===== src/hdl/sfd_pkg.sv =====
package sfd_pkg;

    localparam int FRAME_BYTES = 12;
    localparam int CELL_COUNT  = FRAME_BYTES - 1;
    localparam int POS_W       = $clog2(FRAME_BYTES);
    localparam int RUN_W       = $clog2(FRAME_BYTES + 1);

    localparam logic [7:0]       SYNC_BYTE = 8'hFF;
    localparam logic [7:0]       PAD_MASK  = 8'hFE;
    localparam logic [POS_W-1:0] LAST_POS  = POS_W'(FRAME_BYTES - 1);
    localparam logic [RUN_W-1:0] RUN_DONE  = RUN_W'(FRAME_BYTES);

    localparam int OUT_DATA_W = 104;
    localparam int OUT_USER_W = 2;

    typedef struct packed {
        logic shift;
        logic last;
    } ctrl_t;

endpackage


===== src/hdl/sfd_cell.sv =====
module sfd_cell (
    input  logic       aclk,
    input  logic       shift,
    input  logic [7:0] byte_in,
    output logic [7:0] byte_out,
    output logic       ff_out
);
    import sfd_pkg::*;

    logic [7:0] byte_reg;
    logic       ff_reg;

    always_ff @(posedge aclk) begin
        if (shift) begin
            byte_reg <= byte_in;
            ff_reg   <= (byte_in == SYNC_BYTE);
        end
    end

    assign byte_out = byte_reg;
    assign ff_out   = ff_reg;

endmodule


===== src/hdl/sfd_ctrl.sv =====
module sfd_ctrl (
    input  logic           aclk,
    input  logic           aresetn,
    input  logic           accept,
    input  logic [7:0]     byte_in,
    input  logic           frame_ok,
    output sfd_pkg::ctrl_t ctrl
);
    import sfd_pkg::*;

    logic             hunting_reg, hunting_next;
    logic [RUN_W-1:0] run_reg, run_next;
    logic [POS_W-1:0] pos_reg, pos_next;
    logic [RUN_W-1:0] run_inc;

    assign run_inc    = (byte_in == SYNC_BYTE) ? run_reg + RUN_W'(1) : '0;
    assign ctrl.shift = accept && !hunting_reg;
    assign ctrl.last  = ctrl.shift && (pos_reg == LAST_POS);

    always_comb begin
        hunting_next = hunting_reg;
        run_next     = run_reg;
        pos_next     = pos_reg;
        if (accept) begin
            if (hunting_reg) begin
                if (run_inc == RUN_DONE) begin
                    hunting_next = 1'b0;
                    run_next     = '0;
                    pos_next     = '0;
                end else begin
                    run_next = run_inc;
                end
            end else if (pos_reg == LAST_POS) begin
                pos_next = '0;
                // A frame that fails its padding check drops us back to hunting.
                if (!frame_ok) begin
                    hunting_next = 1'b1;
                    run_next     = '0;
                end
            end else begin
                pos_next = pos_reg + POS_W'(1);
            end
        end
    end

    always_ff @(posedge aclk) begin
        if (!aresetn) begin
            hunting_reg <= 1'b1;
            run_reg     <= '0;
            pos_reg     <= '0;
        end else begin
            hunting_reg <= hunting_next;
            run_reg     <= run_next;
            pos_reg     <= pos_next;
        end
    end

endmodule


===== src/hdl/sensor_frame_deframer_core.sv =====
// Channel  Direction  Ports                          Beat contents
// s_       in         s_tvalid/tready/tdata          one received serial byte
// m_       out        m_tvalid/tready/tdata/tuser    one decoded frame
//
// One byte is taken per cycle, back to back; the eleven-cell shift chain
// holds the earlier bytes of the frame and the twelfth completes it.
// A frame result is registered into the output register as its last byte is accepted.
// Input stalls only while a result is held and m_tready is low.
// Reset (aresetn low, synchronous) starts the sync hunt and empties the output.
module sensor_frame_deframer_core (
    input  logic        aclk,
    input  logic        aresetn,
    input  logic        s_tvalid,
    output logic        s_tready,
    input  logic [7:0]  s_tdata,   // [7:0] rx_byte
    output logic        m_tvalid,
    input  logic        m_tready,
    // [1:0] sensor_id, [2] chan_found, [6:3] chan_num, [7] slow_bit,
    // [23:8] pulse_width, [49:24] sweep_offset, [73:50] beam_word,
    // [97:74] time_stamp, [103:98] zero
    output logic [sfd_pkg::OUT_DATA_W-1:0] m_tdata,
    output logic [sfd_pkg::OUT_USER_W-1:0] m_tuser   // [0] is_sync, [1] frame_ok
);
    import sfd_pkg::*;

    ctrl_t      ctrl;
    logic       accept;
    logic [7:0] cell_q  [CELL_COUNT];
    logic       cell_ff [CELL_COUNT];
    logic [7:0] fb      [FRAME_BYTES];
    logic [FRAME_BYTES-1:0] ff_vec;
    logic       is_sync, frame_ok;

    logic                  m_valid_reg;
    logic [OUT_DATA_W-1:0] m_data_reg;
    logic [OUT_USER_W-1:0] m_user_reg;

    assign s_tready = !m_valid_reg || m_tready;
    assign accept   = s_tvalid && s_tready;

    sfd_ctrl u_ctrl (
        .aclk     (aclk),
        .aresetn  (aresetn),
        .accept   (accept),
        .byte_in  (s_tdata),
        .frame_ok (frame_ok),
        .ctrl     (ctrl)
    );

    // Bytes enter at the top cell and walk down; cell k holds frame byte k
    // when the last byte of the frame arrives.
    for (genvar k = 0; k < CELL_COUNT; k++) begin : g_cell
        logic [7:0] din;
        if (k == CELL_COUNT - 1) begin : g_top
            assign din = s_tdata;
        end else begin : g_mid
            assign din = cell_q[k+1];
        end
        sfd_cell u_cell (
            .aclk     (aclk),
            .shift    (ctrl.shift),
            .byte_in  (din),
            .byte_out (cell_q[k]),
            .ff_out   (cell_ff[k])
        );
        assign fb[k]     = cell_q[k];
        assign ff_vec[k] = cell_ff[k];
    end

    assign fb[FRAME_BYTES-1]     = s_tdata;
    assign ff_vec[FRAME_BYTES-1] = (s_tdata == SYNC_BYTE);

    assign is_sync  = &ff_vec;
    assign frame_ok = (((fb[5] | fb[8]) & PAD_MASK) == 8'h00) || is_sync;

    always_ff @(posedge aclk) begin
        if (!aresetn) begin
            m_valid_reg <= 1'b0;
        end else if (ctrl.last) begin
            m_valid_reg <= 1'b1;
        end else if (m_tready) begin
            m_valid_reg <= 1'b0;
        end
    end

    always_ff @(posedge aclk) begin
        if (ctrl.last) begin
            m_user_reg <= {frame_ok, is_sync};
            m_data_reg <= {6'b0,
                           fb[11], fb[10], fb[9],
                           fb[8], fb[7], fb[6],
                           fb[5], fb[4], fb[3], 2'b00,
                           fb[2], fb[1],
                           fb[0][2], fb[0][6:3], ~fb[0][7], fb[0][1:0]};
        end
    end

    assign m_tvalid = m_valid_reg;
    assign m_tdata  = m_data_reg;
    assign m_tuser  = m_user_reg;

endmodule

===== config.mk =====
export PLATFORM = sky130hd
export DESIGN_NAME = sensor_frame_deframer_core
export DESIGN_NICKNAME = d
export VERILOG_FILES = /design/src/hdl/sfd_pkg.sv /design/src/hdl/sfd_cell.sv /design/src/hdl/sfd_ctrl.sv /design/src/hdl/sensor_frame_deframer_core.sv
export SDC_FILE = /design/constraint.sdc
export NUM_CORES = 1
export LEC_CHECK = 0
export BUFFER_PORTS_ARGS = -buffer_cell sky130_fd_sc_hd__clkbuf_2
export CAP_MARGIN = 20
export CORE_MARGIN = 5
export CORE_UTILIZATION = 50
export CTS_CLUSTER_DIAMETER = 120
export CTS_CLUSTER_SIZE = 30
export DETAILED_ROUTE_END_ITERATION = 16
export PLACE_DENSITY = 0.81
export SLEW_MARGIN = 10
export SYNTH_ARGS = -nofsm -noshare
export SYNTH_HDL_FRONTEND = slang
export SYNTH_SLANG_ARGS = --single-unit

===== constraint.sdc =====
create_clock -name aclk -period 5.9 [get_ports aclk]
set_input_delay 0.885 -clock aclk [delete_from_list [all_inputs] [get_ports aclk]]
set_output_delay 0.885 -clock aclk [all_outputs]
set_load 0.05 [all_outputs]

==> results of run 1 <==
## cells in the mapped netlist, types with 2 or more instances
| master | number |
|---|---|
| edfxtp_1 | 197 |
| nand4_1 | 24 |
| nor2_1 | 15 |
| dfxtp_1 | 10 |
| nand2_1 | 9 |
| buf_4 | 8 |
| and3_1 | 4 |
| and2_1 | 3 |
| nand3_1 | 3 |
| nor3_1 | 3 |
| nor4_1 | 3 |
| ha_1 | 2 |
| inv_1 | 2 |
| inv_2 | 2 |
| nor2b_1 | 2 |
| o2111ai_1 | 2 |
| o21a_1 | 2 |
| o22ai_1 | 2 |
## cell type report
type / count / area [um2] / area share
repair buffers: 113 / 571 / 0.0722
clock inverters: 1 / 5.00 / 0.000634
flip-flops and latches: 207 / 6120 / 0.774
inverters: 4 / 15.0 / 0.00190
well taps: 176 / 220 / 0.0279
clock buffers: 15 / 290 / 0.0367
multi-input cells: 106 / 683 / 0.0865
## worst register-to-register path: cells and delay by family, from the launching register on
| family | cells | cell delay, ns |
|---|---|---|
| flops | 1 | 0.32 |
| simple gates | 3 | 1.24 |
| buf+inv | 2 | 0.82 |
## worst paths after layout
path	from	to	slack (ns)	cells after the start
worst max-delay path	m_tready	m_tdata[18]	3.05	6
worst min-delay path	g_cell[0].u_cell.byte_out[5]	m_tdata[5]	0.43	0
worst max register to register	m_tvalid	m_tdata[18]	3.13	5
worst min register to register	g_cell[0].u_cell.byte_out[5]	m_tdata[5]	0.43	0
## power groups by stage
stage / registers, mW / clock network [mW] / logic [mW]
2_1_floorplan: 1.66 / 0 / 0.0314
3_3_place_gp: 1.66 / 0 / 0.0369
3_5_place_dp: 1.66 / 0 / 0.0389
4_1_cts: 1.63 / 0.762 / 0.0389
5_1_grt: 1.63 / 0.826 / 0.0425
6_report: 1.63 / 0.752 / 0.0389
## logic make-up (layout without fill, tap and decap cells)
logic type	Yosys count	after routing	synth area share
compound gates	19	19	0.0252
xor+xnor	1	1	0.00128
fa+ha+maj	2	2	0.00365
buf+inv	14	133	0.0122
flops	207	207	0.893
other cells	1	8	0.000548
simple gates	76	76	0.0638
## routing by layer
metal,GRT usage,up-vias
met5,0,-
met4,0.0341,0
met3,0.0296,15
met2,0.252,144
met1,0.187,1653
li1,-,1507
## metrics by stage
step	hold WS, ns	instances	cell area (um2)
2_1_floorplan	0.400	327	6870
3_3_place_gp	0.401	606	7600
3_5_place_dp	0.406	606	7600
4_1_cts	0.430	622	7900
5_1_grt	0.450	622	7900
6_report	0.429	622	7900
==> results_dict.tcl, run 1 <==
set metrics [dict create \
    ys_seq_area_frac 0.893 \
    arrival_ns 2.95 \
    crit_top_cell "and3_4" \
    avgRoutedWirePerCell_um 18.7 \
    ys_ff_latch 207 \
    rows 42 \
    worst_slew_pin_slew_ns 0.916 \
    critPathTopFamily "simple AND/OR/NAND/NOR gates" \
    vias 3319 \
    gp_congestion 0.799 \
    wl_met2_um 5990 \
    first_pass_iters 5 \
    final_period_minus_worst_setup_slack_ns 2.85 \
    hold_viol 0 \
    ir_drop_uv 187 \
    core_um2 13300 \
    antenna_left 0 \
    dr_wl_met3_um 1010 \
    slowest_delay_ns 0.71 \
    layout.cells.most_common "edfxtp_1" \
    critical_path_class "input port to flop" \
    maxCapViolCount 0 \
    cts.sinks 207 \
    p_leak_nw 2.73 \
    cts_buffers 10 \
    swShare 0.186 \
    die_area_um2 16100 \
    skew_ns 0.00966 \
    critPathRequiredTime_ns 5.99 \
    syn_area_um2 6850 \
    end_kind "flop" \
    synth_largest_area_cell "edfxtp_1" \
    io_pins 120 \
    combPwrFrac 0.016 \
    seqPwrFrac 0.673 \
    nNetsFinal 456 \
    path_buf_inv 3 \
    timing.final.crit_share 0.484 \
    synth.top_cell.area_share 0.864 \
    grt_overflow 0 \
    p_int_mw 1.97 \
    synth_area_leaders "edfxtp_1, dfxtp_1, nand4_1, buf_4, nor2_1" \
    tns_ns 0 \
    cts_hold_buf 0 \
    outcome "completed" \
    post-route-drc-count 0 \
    grt_usage 0.144 \
    cts_resized 0 \
    slowest_stage "buf_4" \
    grt_max_degree 76 \
    fmax_ghz 0.351 \
    avgSynthCellArea_um2 21.4 \
    start_kind "input port" \
    initial_core_util 0.513 \
    slew_headroom 0.390 \
    setup_slack_ns 3.05 \
    fin_util 0.592 \
    clock_latency_ns 0.46 \
    synthCells 320 \
    die_y_um 127 \
    final_cell_mix "edfxtp_1, clkbuf_2, nand4_1" \
    async_reset_ff_frac 0 \
    worstPathCellList "clkbuf_2 -> nor2b_2 -> inv_2 -> and3_4 -> and3_4 -> buf_4" \
    clockPowerShare 0.311 \
    grt_pass1_wl_um 18300 \
    setup-violations-final 0 \
    h-tree-depth 1 \
    hp-class "flop to flop" \
    clkSlewWorstSetupHoldPaths_ns 0.11 \
    place_ws_ns 2.55 \
    diodes 0 \
    power_mw 2.42 \
    wirelength_um 11600 \
    drive_gt1_frac 0.305 \
    largest_reg_flops 96 \
    dp_hpwl_um 8040 \
    maxUsedRoutingLayer "met4" \
    crit_path_max_fanout 61 \
    cts-root-buf "clkbuf_16" \
    ys.flop_type "edfxtp_1" \
    antenna_found_initial 0 \
    post-cts-setup-buffers 0 \
    yosys_warnings 0 \
    synth_edf_count 197 \
    fill_cells 997 \
    clock_path_buffers 3 \
    powerDensity_nw_per_um2 306 \
    area_delta_synth_final_pct 15.4 \
    synthDistinctLibCells 45 \
    rsz0062_at_grt "no" \
    p_sw_uw 450 \
    port_buffers 111 \
    m1WireLength_um 4500 \
    drt_iter0_markers 318 \
    cts_tree "yes" \
    vias_per_cell 5.34 \
    drv_slew 0 \
    grt_pass1_vias 3381 \
    die_x_um 127 \
]
No activity file was read; power rests on OpenSTA's default activity.
==> run 2: changes to the inputs <==
--- a/config.mk
+++ b/config.mk
@@ -8,11 +8,11 @@
 export BUFFER_PORTS_ARGS = -buffer_cell sky130_fd_sc_hd__clkbuf_2
 export CAP_MARGIN = 20
 export CORE_MARGIN = 5
-export CORE_UTILIZATION = 50
+export CORE_UTILIZATION = 49
 export CTS_CLUSTER_DIAMETER = 120
 export CTS_CLUSTER_SIZE = 30
 export DETAILED_ROUTE_END_ITERATION = 16
-export PLACE_DENSITY = 0.81
+export PLACE_DENSITY = 0.82
 export SLEW_MARGIN = 10
 export SYNTH_ARGS = -nofsm -noshare
 export SYNTH_HDL_FRONTEND = slang
==> constraint.sdc (replaced) <==
create_clock -name aclk -period 2.51 [get_ports aclk]
set_input_delay 0.3765 -clock aclk [delete_from_list [all_inputs] [get_ports aclk]]
set_output_delay 0.3765 -clock aclk [all_outputs]
set_load 0.05 [all_outputs]
==> results_dict.tcl, run 2 (same netlist as run 1, synthesis figures left out) <==
set metrics [dict create \
    outcome "completed" \
    critical_path_class "flop to flop" \
    path_buf_inv 1 \
    tns_ns 0 \
    ff2ff_setup_slack_ns 0.53 \
    vias 3304 \
    largest_reg_flops 96 \
    critPathTopFamily "simple AND/OR/NAND/NOR gates" \
    cts_buffers 10 \
    timing.final.crit_share 0.789 \
    final_period_minus_worst_setup_slack_ns 1.98 \
    grt_pass1_vias 3394 \
    drive_gt1_frac 0.314 \
    timing.rr.start "u_ctrl.pos_reg[0]" \
    slowest_stage "and3_4" \
    r2r-end "m_tdata[95]" \
    hold_viol 0 \
    worst_slew_pin_slew_ns 0.669 \
    power_mw 5.65 \
    cts_resized 0 \
    layout.cells.most_common "edfxtp_1" \
    fmax_ghz 0.505 \
    antenna_found_initial 0 \
    globalRouteMet1Util 0.182 \
    die_x_um 128 \
    start_kind "flop" \
    maxCapViolCount 0 \
    post-route-drc-count 0 \
    grt_max_degree 54 \
    arrival_ns 2.13 \
    area_delta_synth_final_pct 16.2 \
    end_kind "flop" \
    core_um2 13800 \
    vias_per_cell 5.28 \
    slowest_delay_ns 0.52 \
    hp-class "input port to flop" \
    rows 43 \
    setup-violations-final 0 \
    min-delay-start "s_tdata[2]" \
    clock_latency_ns 0.45 \
    post-route-cell-area_um2 7960 \
    cp.depth 4 \
    die_area_um2 16400 \
    port_buffers 111 \
    first_pass_iters 4 \
    grt_use_met2 0.246 \
    clock_path_buffers 3 \
    place_area_um2 7670 \
    met3_usage 0.0308 \
    skew_ns 0.0151 \
    p_leak_nw 2.75 \
    clkSlewWorstSetupHoldPaths_ns 0.11 \
    drt_iter0_markers 279 \
    post-cts-setup-buffers 0 \
    top_usage_layer "met2" \
    cts_tree "yes" \
    io_pins 120 \
    drv_slew 0 \
    crit_path_max_fanout 29 \
    min_to "m_tdata[92]" \
    die_y_um 128 \
    critPathRequiredTime_ns 2.66 \
    rsz0062_at_grt "no" \
    cts.sinks 207 \
    ir_drop_uv 435 \
    slew_headroom 0.554 \
    initial_core_util 0.497 \
    rr_worst_depth 4 \
    dp_hpwl_um 8260 \
    grt_overflow 0 \
    worstPathCellList "ha_1 -> nor2b_1 -> and3_4 -> buf_4" \
    final_cell_mix "edfxtp_1, clkbuf_2, nand4_1" \
    antenna_left 0 \
    powerDensity_nw_per_um2 711 \
    gp_congestion 0.802 \
    avgRoutedWirePerCell_um 18.7 \
    worstHoldPathCells 1 \
    cts_hold_buf 0 \
    nNetsFinal 459 \
    wirelength_um 11700 \
    grt_pass1_wl_um 18000 \
    grt_usage 0.141 \
    h-tree-depth 1 \
    diodes 0 \
    cts-root-buf "clkbuf_16" \
]
run 2: changes by cell type in the layout (fill, tap and decap cells not counted), sizes merged:
cell,change
clkbuf,-3
buf,+3
run 2: worst max-delay path by stage:
stage	from	end	slack, ns
3_3_place_gp	m_tready	m_tuser[0]	0.64
6_report	u_ctrl.pos_reg[0]	m_tdata[95]	0.53
4_1_cts	u_ctrl.pos_reg[0]	m_tdata[95]	0.51
5_1_grt	u_ctrl.pos_reg[0]	m_tdata[95]	0.40
2_1_floorplan	m_tvalid	m_tdata[0]	-0.02
3_5_place_dp	u_ctrl.pos_reg[0]	m_tdata[95]	0.55
run 2: stage by stage:
stage	cells	setup slack, ns	util	hold slack (ns)
detailed placement	613	0.548	0.557	0.408
floorplan	327	-0.0166	-	0.400
global placement	613	0.636	0.557	0.402
finish	626	0.529	0.578	0.120
global route	626	0.401	0.578	0.116
CTS	626	0.513	0.578	0.108
run 2: power by group:
part	leakage [nW]	switching [mW]	total (mW)	internal [mW]
clock	0.141	0.937	1.73	0.797
sequential	1.86	0.0304	3.83	3.80
combinational	0.750	0.0746	0.0926	0.0180
total	2.75	1.04	5.65	4.61
run 2: layout make-up:
| cell class | instances | area (um2) |
|---|---|---|
| Sequential cell | 207 | 6120 |
| Inverter | 4 | 20.0 |
| Clock buffer | 12 | 279 |
| Fill cell | 1033 | 5820 |
| Tap cell | 180 | 225 |
| Clock inverter | 1 | 5.00 |
| Timing Repair Buffer | 116 | 618 |
| Multi-Input combinational cell | 106 | 688 |
run 2: per-layer routing:
layer | part of all wire | vias up
li1 | - | 1519
met5 | 0 | -
met3 | 0.073 | 15
met1 | 0.40 | 1645
met4 | 0.014 | 0
met2 | 0.51 | 125
==> run 3: changes to the inputs <==
--- a/config.mk
+++ b/config.mk
@@ -8,11 +8,11 @@
 export BUFFER_PORTS_ARGS = -buffer_cell sky130_fd_sc_hd__clkbuf_2
 export CAP_MARGIN = 20
 export CORE_MARGIN = 5
-export CORE_UTILIZATION = 49
+export CORE_UTILIZATION = 50
 export CTS_CLUSTER_DIAMETER = 120
 export CTS_CLUSTER_SIZE = 30
 export DETAILED_ROUTE_END_ITERATION = 16
-export PLACE_DENSITY = 0.82
+export PLACE_DENSITY = 0.81
 export SLEW_MARGIN = 10
 export SYNTH_ARGS = -nofsm -noshare
 export SYNTH_HDL_FRONTEND = slang
==> constraint.sdc (replaced) <==
create_clock -name aclk -period 1.9 [get_ports aclk]
set_input_delay 0.285 -clock aclk [delete_from_list [all_inputs] [get_ports aclk]]
set_output_delay 0.285 -clock aclk [all_outputs]
set_load 0.05 [all_outputs]
==> results_dict.tcl, run 3 (same netlist as run 1, synthesis figures left out) <==
set metrics [dict create \
    fmax_ghz 0.562 \
    dp_hpwl_um 8170 \
    post-route-drc-count 0 \
    slowest_delay_ns 0.41 \
    cts.sinks 207 \
    place_area_um2 7690 \
    dp.cells 609 \
    arrival_ns 1.93 \
    final_period_minus_worst_setup_slack_ns 1.78 \
    hold_viol 0 \
    gp_congestion 0.767 \
    globalRouteMet1Util 0.174 \
    p_leak_nw 2.76 \
    cts_buffers 10 \
    drive_gt1_frac 0.313 \
    slew_headroom 0.653 \
    crit_path_max_fanout 41 \
    hold_ws_ns 0.0222 \
    setup-violations-final 0 \
    final_cell_mix "edfxtp_1, clkbuf_2, nand4_1" \
    cts_tree "yes" \
    area_delta_synth_final_pct 16.5 \
    cts_resized 0 \
    nNetsFinal 459 \
    grt_use_met2 0.263 \
    first_pass_iters 6 \
    maxCapViolCount 0 \
    register_area_um2 6120 \
    outcome "completed" \
    end_kind "flop" \
    die_y_um 127 \
    clkSlewWorstSetupHoldPaths_ns 0.11 \
    worstPathCellList "ha_1 -> nor2b_1 -> and3_4 -> buf_12" \
    worst_slew_pin_slew_ns 0.521 \
    multi_input_area_um2 688 \
    cts_hold_buf 0 \
    grt_pass1_wl_um 18200 \
    timing.final.crit_share 0.936 \
    clock_latency_ns 0.46 \
    largest_reg_flops 96 \
    diodes 0 \
    drv_slew 0 \
    h-tree-depth 1 \
    drt_iter0_markers 349 \
    wirelength_um 11600 \
    vias 3254 \
    fill_cells 986 \
    io_pins 120 \
    rsz0062_at_grt "no" \
    grt_pass1_vias 3362 \
    slowest_stage "dfxtp_1" \
    powerDensity_nw_per_um2 939 \
    clock_path_buffers 3 \
    antenna_left 0 \
    post-route-cell-area_um2 7980 \
    hp-class "input port to flop" \
    grt_max_degree 100 \
    port_buffers 111 \
    met3_usage 0.0334 \
    avgRoutedWirePerCell_um 18.6 \
    cts-root-buf "clkbuf_16" \
    critical_path_class "flop to flop" \
    grt_usage 0.142 \
    rows 42 \
    post-cts-setup-buffers 0 \
    top_usage_layer "met2" \
    grt_overflow 0 \
    ir_drop_uv 572 \
    skew_ns 0.0207 \
    instances_no_fill 623 \
    core_um2 13300 \
    start_kind "flop" \
    antenna_found_initial 0 \
    die_x_um 127 \
    die_area_um2 16100 \
    critPathRequiredTime_ns 2.05 \
    layout.cells.most_common "edfxtp_1" \
    vias_per_cell 5.22 \
    initial_core_util 0.513 \
]
==> run 3: cell count changes in the layout (fill, tap and decap cells not counted) <==
cell | before | now
clkbuf_1 | 1 | 2
buf_4 | 3 | 1
buf_12 | 2 | 4
==> run 3: stage by stage <==
| stage | setup TNS [ns] | power (mW) | utilization | setup WS [ns] |
|---|---|---|---|---|
| CTS | 0 | 7.52 | 0.598 | 0.129 |
| detailed placement | 0 | 5.28 | 0.576 | 0.169 |
| global placement | 0 | 5.27 | 0.576 | 0.255 |
| finish | 0 | 7.49 | 0.598 | 0.121 |
| floorplan | -61.92 | 5.25 | - | -0.626 |
| global route | 0 | 7.73 | 0.598 | 0.0459 |
==> run 3: path summary, 6_finish.rpt <==
kind	startpoint	to	slack, ns	depth (start not counted)
worst min register to register	g_cell[0].u_cell.byte_out[2]	m_tdata[7]	0.43	0
worst max register to register	u_ctrl.pos_reg[0]	m_tdata[22]	0.12	4
worst max-delay path	u_ctrl.pos_reg[0]	m_tdata[22]	0.12	4
worst min-delay path	s_tdata[2]	m_tdata[92]	0.02	1
==> run 3: cell type report <==
| type | count | share of cell area |
|---|---|---|
| Sequential cell | 207 | 0.767 |
| Multi-Input combinational cell | 106 | 0.0862 |
| Timing Repair Buffer | 116 | 0.0806 |
| Clock buffer | 13 | 0.0354 |
| Tap cell | 176 | 0.0276 |
| Inverter | 4 | 0.00251 |
| Clock inverter | 1 | 0.000627 |
==> run 3: where the power goes <==
| part | internal, mW | switching (mW) |
|---|---|---|
| Combinational | 0.0252 | 0.0982 |
| Clock | 1.06 | 1.25 |
| Sequential | 5.02 | 0.0391 |
| Total | 6.10 | 1.39 |
==> run 3: critical path: cells and delay by family, from the launching register on <==
family                   cells  cell delay [ns]
AND/OR/NAND/NOR              2             0.58
flip-flops                   1             0.41
buffers and inverters        1             0.26
adder cells (fa/ha/maj)      1             0.20
==> run 3: per-layer routing <==
metal	wire [um]	share of wire	vias to the layer above
li1	-	-	1512
met2	6150	0.53	142
met4	160	0.014	0
met1	4310	0.37	1584
met3	976	0.084	16
met5	0	0	-
